## src/rtl/core/rsrg_pkg.sv

```systemverilog
// Package: shared constants, types and tables for the rosette scan ray generator.
package rsrg_pkg;

  localparam int unsigned IndexBits    = 24;
  localparam int unsigned CordicStages = 16;
  localparam int unsigned NumRegs      = 8;
  localparam int unsigned RegIdxBits   = 3;

  // CORDIC datapath width: Q2.30 plus guard bits
  localparam int unsigned CW = 34;
  localparam logic signed [CW-1:0] CordicGain = 34'sh026DD3B6A;

  typedef enum logic [RegIdxBits-1:0] {
    REG_STEP_FAST = 3'd0,
    REG_STEP_SLOW = 3'd1,
    REG_AMPLITUDE = 3'd2,
    REG_DEPTH     = 3'd3,
    REG_ORIENT    = 3'd4,
    REG_ORIGIN_X  = 3'd5,
    REG_ORIGIN_Y  = 3'd6,
    REG_ORIGIN_Z  = 3'd7
  } reg_idx_e;

  typedef struct packed {
    logic [31:0]        step_fast;
    logic [31:0]        step_slow;
    logic signed [31:0] amplitude;
    logic signed [31:0] depth;
    logic [31:0]        orient;
    logic signed [31:0] origin_x;
    logic signed [31:0] origin_y;
    logic signed [31:0] origin_z;
  } cfg_t;

  // register values after reset: depth one, all else zero
  localparam cfg_t CfgReset = '{
    step_fast: 32'h0,
    step_slow: 32'h0,
    amplitude: 32'sh0,
    depth:     32'sd65536,
    orient:    32'h0,
    origin_x:  32'sh0,
    origin_y:  32'sh0,
    origin_z:  32'sh0
  };

  // pipeline stall control from top to stages
  typedef struct packed {
    logic adv;
  } pipe_ctrl_t;

  // atan(2^-i) in 2^32-per-turn units
  function automatic logic signed [CW-1:0] atan_turns(input int unsigned i);
    logic [31:0] t;
    unique case (i)
      0: t = 32'h20000000;  1: t = 32'h12E4051E;  2: t = 32'h09FB385B;
      3: t = 32'h051111D4;  4: t = 32'h028B0D43;  5: t = 32'h0145D7E1;
      6: t = 32'h00A2F61E;  7: t = 32'h00517C55;  8: t = 32'h0028BE53;
      9: t = 32'h00145F2F; 10: t = 32'h000A2F98; 11: t = 32'h000517CC;
      12: t = 32'h00028BE6; 13: t = 32'h000145F3; 14: t = 32'h0000A2FA;
      15: t = 32'h0000517D; 16: t = 32'h000028BE; 17: t = 32'h0000145F;
      18: t = 32'h00000A30; 19: t = 32'h00000518; 20: t = 32'h0000028C;
      21: t = 32'h00000146; 22: t = 32'h000000A3; 23: t = 32'h00000051;
      default: t = 32'h0;
    endcase
    return signed'({2'b00, t});
  endfunction

  // round a Q16.16 x Q2.30 product sum and wrap to 32 bits
  function automatic logic signed [31:0] rnd30(input logic signed [67:0] p);
    logic signed [67:0] r;
    r = (p + 68'sd536870912) >>> 30;
    return r[31:0];
  endfunction

endpackage

```

## src/rtl/core/rsrg_cordic.sv

```systemverilog
// Pipelined rotation-mode CORDIC, one stage per register, angle in turns.
module rsrg_cordic (
  input  logic                                   clk_i,
  input  rsrg_pkg::pipe_ctrl_t                   ctrl_i,
  input  logic [31:0]                            angle_i,
  output logic signed [rsrg_pkg::CW-1:0]         cos_o,
  output logic signed [rsrg_pkg::CW-1:0]         sin_o
);
  localparam int unsigned N  = rsrg_pkg::CordicStages;
  localparam int unsigned CW = rsrg_pkg::CW;

  logic signed [CW-1:0] x_q [N+1];
  logic signed [CW-1:0] y_q [N+1];
  logic signed [CW-1:0] z_q [N+1];
  logic [1:0]           quad_q [N+1];

  // stage 0 load
  always_ff @(posedge clk_i) begin
    if (ctrl_i.adv) begin
      x_q[0]    <= rsrg_pkg::CordicGain;
      y_q[0]    <= '0;
      z_q[0]    <= signed'({4'b0000, angle_i[29:0]});
      quad_q[0] <= angle_i[31:30];
    end
  end

  // iteration stages
  for (genvar i = 0; i < N; i++) begin : g_stage
    always_ff @(posedge clk_i) begin
      if (ctrl_i.adv) begin
        if (!z_q[i][CW-1]) begin
          x_q[i+1] <= x_q[i] - (y_q[i] >>> i);
          y_q[i+1] <= y_q[i] + (x_q[i] >>> i);
          z_q[i+1] <= z_q[i] - rsrg_pkg::atan_turns(i);
        end else begin
          x_q[i+1] <= x_q[i] + (y_q[i] >>> i);
          y_q[i+1] <= y_q[i] - (x_q[i] >>> i);
          z_q[i+1] <= z_q[i] + rsrg_pkg::atan_turns(i);
        end
        quad_q[i+1] <= quad_q[i];
      end
    end
  end

  // quadrant fold
  always_comb begin
    unique case (quad_q[N])
      2'd0:    begin cos_o = x_q[N];  sin_o = y_q[N];  end
      2'd1:    begin cos_o = -y_q[N]; sin_o = x_q[N];  end
      2'd2:    begin cos_o = -x_q[N]; sin_o = -y_q[N]; end
      default: begin cos_o = y_q[N];  sin_o = -x_q[N]; end
    endcase
  end
endmodule

```

## config.mk

```make
export PLATFORM = sky130hd
export DESIGN_NAME = rsrg_cordic
export DESIGN_NICKNAME = d
export VERILOG_FILES = /design/src/rtl/core/rsrg_pkg.sv /design/src/rtl/core/rsrg_cordic.sv
export SDC_FILE = /design/constraint.sdc
export NUM_CORES = 2
export LEC_CHECK = 0
export CORE_MARGIN = 2
export CORE_UTILIZATION = 30
export DETAILED_ROUTE_END_ITERATION = 12
export DONT_BUFFER_PORTS = 1
export GPL_TIMING_DRIVEN = 0
export PLACE_DENSITY = 0.44
export SYNTH_ARGS = -nofsm -noshare
export SYNTH_HDL_FRONTEND = slang
export SYNTH_SLANG_ARGS = --single-unit
export TNS_END_PERCENT = 1
```

## constraint.sdc

```tcl
create_clock -name clk_i -period 11.73 [get_ports clk_i]
set_input_delay 2.9325 -clock clk_i [delete_from_list [all_inputs] [get_ports clk_i]]
set_output_delay 2.9325 -clock clk_i [all_outputs]
set_load 0.02 [all_outputs]
```

# After elaboration in Yosys (flattened, before gate mapping)
# Memories as Yosys holds them, arrays and structs flattened.
# Cells that the tools add are included.
# totals
ramBits	1768
rom_bits	0
mem_count	4
word_cells	300
latchBits	0
out_inout_bits	68
in_bits	34
regBits	0
# op_classes
n_eq_ne	2
n_reduce_logical	1
n_mul	0
bitwise_logic	48
n_addsub	97
mux	148
n_lt_le_gt_ge	0
shift	0
div_mod_pow	0
# mem_list
memory	words	word_bits	read_ports	rd_clocked_by_memory_dff	write_ports	line_no	text
x_q	17	34	17	0	17	rsrg_cordic.sv:12	logic signed [CW-1:0] x_q [N+1];
y_q	17	34	17	0	17	rsrg_cordic.sv:13	logic signed [CW-1:0] y_q [N+1];
z_q	17	34	16	0	17	rsrg_cordic.sv:14	logic signed [CW-1:0] z_q [N+1];
quad_q	17	2	17	0	17	rsrg_cordic.sv:15	logic [1:0] quad_q [N+1];
# ops
cell	n
$mux 34	48
$pmux 34 s3	2
$mux 1	98
$add 34x19->34	2
$add 34x20->34	2
$add 34x21->34	2
$add 34x22->34	2
$add 34x23->34	2
$add 34x24->34	2
$add 34x25->34	2
$add 34x26->34	2
$add 34x27->34	2
$add 34x28->34	2
$add 34x29->34	2
$add 34x30->34	2
$add 34x31->34	2
$add 34x32->34	2
$add 34x33->34	2
$neg 34->34	2
$sub 34x19->34	2
$sub 34x20->34	2
$sub 34x21->34	2
$sub 34x22->34	2
$sub 34x23->34	2
other kinds (48)	106

# Logic depth before layout (Yosys ltp)
# depth
ltp_word	4
ltp_mapped	22
ltp_nobuf	22

# Worst setup path after synthesis
# Ideal clock, no wire load.
# synth_path
path_kind	input port to flip-flop
startpoint	input ctrl_i
endpoint	memory x_q[6][32] (data pin)
setup_time_ns	0.264
n_path_buf	4
setup_slack_ns	4.220
path_stages	19
arrival_time_ns	7.247
required_ns	11.466
cell_sequence	clkbuf_1 -> clkbuf_1 -> nand2_1 -> inv_1 -> clkbuf_1 -> clkbuf_1 -> nor2_1 -> xor2_1 -> ha_1 -> a21o_1 -> a21o_1 -> a211oi_1 -> o21ai_1 -> a311o_1 -> and3_1 -> a211oi_2 -> o31ai_1 -> a221oi_1 -> xnor2_1
# synth_rtl
item	line_no	text
from (decl)	rsrg_cordic.sv:4	input rsrg_pkg::pipe_ctrl_t ctrl_i,
to (decl)	rsrg_cordic.sv:12	

==> metrics.md <==
| Metric | Value |
|---|---|
| Status | `finished clean` |
| Max stage delay on crit path | `0.86 ns` |
| Buffers on Ports | `0` |
| Post-CTS Setup Inserts | `0` |
| Final setup viols | `0` |
| WP data required | `12.40 ns` |
| CP max FO | `95` |
| I/O pins | `102` |
| Distinct cells, synth | `111` |
| Antenna violations before repair | `10` |
| Placer Congestion | `0.8515` |
| Avg Cell Area, Syn | `9.540 um2` |
| Busiest grt layer | `met2` |
| Drt total wl | `371000 um` |
| Post-DP HPWL | `298800 um` |
| Ratio of cells with drive above 1 in the final layout | `4.068%` |
| Startpoint Class | `input pin` |
| Number of max-cap violations | `0` |
| Max-slew headroom | `3.528%` |
| RSZ-0062 raised after global routing | `no` |
| Max Slew Vio Count | `0` |
| Die height | `649.8 um` |
| Async SR Flop Fraction | `0%` |
| Num rows | `237` |
| Crit-path cells | `clkbuf_2, clkbuf_2, clkbuf_2, clkbuf_2, nand2_1, inv_1, ha_1, nor2b_1, o21ai_0, a21boi_0, o21ai_0, a21oi_1, o211ai_1, a21oi_1, o41ai_2, o2111ai_1, a21oi_1, xnor2_1` |
| Number of global-route vias before repair | `95880` |
| Antenna-violating nets left | `0` |
| Register area share after synthesis | `35.72%` |
| CTS tree | `built` |
| Hold Vio Cnt, Final | `0` |
| Clk_lat worst skew | `0.90 ns` |
| Die X-Extent | `649.8 um` |
| Pin count of the biggest net entering global routing | `96` |
| Num CTS Buffers | `190` |
| Top_reg_cell synth | `edfxtp_1` |
| Top delay family on crit path | `buffers and inverters` |
| Min-delay worst type | `register to register` |
| Worst-Margin Slew | `1.447 ns` |
| Commonest non-fill, non-tap cell in the layout | `edfxtp_1` |
| Worst setup startpoint | `ctrl_i` |
| Fmax | `0.09877 GHz` |
| Min-delay src | `z_q[11][1]` |
| Initial Util | `30.07%` |
| Via Count | `97940` |
| EDFF count, synth | `1488` |
| Post-Route Setup TNS | `0 ns` |
| FF-to-FF Start | `z_q[2][33]` |
| GR Util met3 | `1.666%` |
| Crit path DAT | `10.79 ns` |
| CP endpoint kind | `register` |
| Crit Path Class | `input pin to register` |
| 1st-iter DRT viols | `6799` |
| GR Util met1 | `23.16%` |
| Num Clock Sinks | `1488` |
| Post-Syn Nets | `14540` |
| Yosys reg bits | `1488` |
| Iteration count of the initial detailed-routing pass | `8` |
| Drt drc | `0` |
| Vias/cell | `5.163` |
| First-pass GRT wire length | `573600 um` |
| Crit path buffers/inverters | `5` |
| Most frequent cells in the layout | `edfxtp_1, a21oi_1, ha_1, xnor2_1, nor2_1` |
| Cts hold-fix bufs | `0` |
| Clock Path Buffers | `4` |
| Total congestion overflow | `0` |
| CTS resizes | `0` |
| Wirelength per Cell | `19.56 um` |
| GRT Util Overall | `17.00%` |
| Min cycle time layout | `10.12 ns` |
| CP max-delay cell | `nand2_1` |
| CTS root buf | `clkbuf_16` |
| Final nets | `14750` |
| Clk_skew | `0.06492 ns` |
| Ys Warns | `0` |
| Final period utilization | `86.32%` |
| Top cell by count, worst path | `clkbuf_2` |
| DIE AREA | `422200 um2` |
| Cell area after synthesis | `125100 um2` |
| P&R area growth vs syn | `10.95%` |
| CTS H-tree depth | `4` |
| GR Layer Usage met2 | `29.29%` |
| Synth Instances | `13110` |
| Core area | `416000 um2` |
| Worst-path clk slew | `0.06 ns` |
## through the flow
stage          hold slack, ns  utilization, %  setup WS (ns)  instance area [um2]  cells
4_1_cts                0.3681           33.36          1.604               138800  18970
6_report               0.3693           33.36          1.605               138800  18970
3_3_place_gp           0.4004           31.72         -2.165               132000  18610
3_5_place_dp           0.4045           31.88         0.5794               132600  18630
5_1_grt                0.4124           33.36          1.227               138800  18970
2_1_floorplan          0.4003               -          4.220               125100  13110
## final cells by class
type	instances	area [um2]
Clock buffer	213	4883
Fill cell	43040	277200
Multi-Input combinational cell	10840	77500
Tap cell	5497	6878
Antenna cell	2	5.005
Buffer	279	1142
Timing Repair Buffer	23	555.5
Clock inverter	122	1272
Inverter	503	1888
Sequential cell	1488	44680
## flip-flops by register name, indices dropped and copies added, names as in the netlist
register and cells:
y_q 477, quad_q 34, z_q 502, x_q 475
## metal layers
metal,wire length [um],vias to the layer above
met2,176200,1500
met5,13,-
met3,12990,345
met4,6449,2
met1,175300,46970
li1,-,49120
## synth_stat cells (18+ instances only)
library cell,n,area (um2)
fa_1,38,760.7
a221oi_1,23,201.4
clkbuf_1,246,923.4
a31oi_1,126,788.3
o21ai_0,757,3789
a21boi_0,44,330.3
o21ai_1,26,130.1
nand3_1,218,1091
xor2_1,654,5728
o41ai_1,71,621.9
nor3_1,290,1451
a21oi_1,1387,6942
o31ai_1,162,1216
inv_1,498,1869
a211oi_1,103,773.2
a41oi_1,27,236.5
or2_2,42,262.8
mux2i_1,48,480.5
a311oi_1,18,157.7
a21o_1,635,4767
or4_1,37,277.8
o2111ai_1,22,192.7
nor2_1,955,3585
nor4_1,73,456.7
and2_1,44,275.3
xnor2_1,1227,10750
edfxtp_1,1488,44680
nor3b_1,24,180.2
ha_1,1352,16920
nand2_1,866,3251
o21bai_1,160,1201
o21a_1,162,1216
o31a_1,37,324.1
o211ai_1,45,337.8
a31o_2,25,219.0
nor2b_1,223,1395
nand3b_1,20,150.1
a211o_1,30,262.8
buf_1,28,105.1
mux2_2,50,563.0
nand2b_1,240,1501
and3_1,90,563.0
or3_1,96,600.6
nand4_1,140,875.8
## worst paths after layout
kind | endpoint | slack [ns] | cells past startpoint
setup reg to reg | z_q[3][31] | 4.86 | 17
hold reg to reg | z_q[12][1] | 0.37 | 0
setup / recovery | z_q[2][29] | 1.61 | 18
hold / removal | z_q[12][1] | 0.37 | 0
## cells by family after synthesis
family | after synthesis | synth area share (%)
AOI/OAI and AO/OA | 4042 | 20.47
xor gates and xnor gates | 1882 | 13.19
adders and majority gates | 1390 | 14.13
buffers and inverters | 782 | 2.355
DFF | 1488 | 35.72
muxes | 101 | 0.8821
and+or+nand+nor | 3429 | 13.26
Power is left out: the tool's default activity adds up to more than one toggle a clock period on the data nets, which glitch-free logic cannot reach.
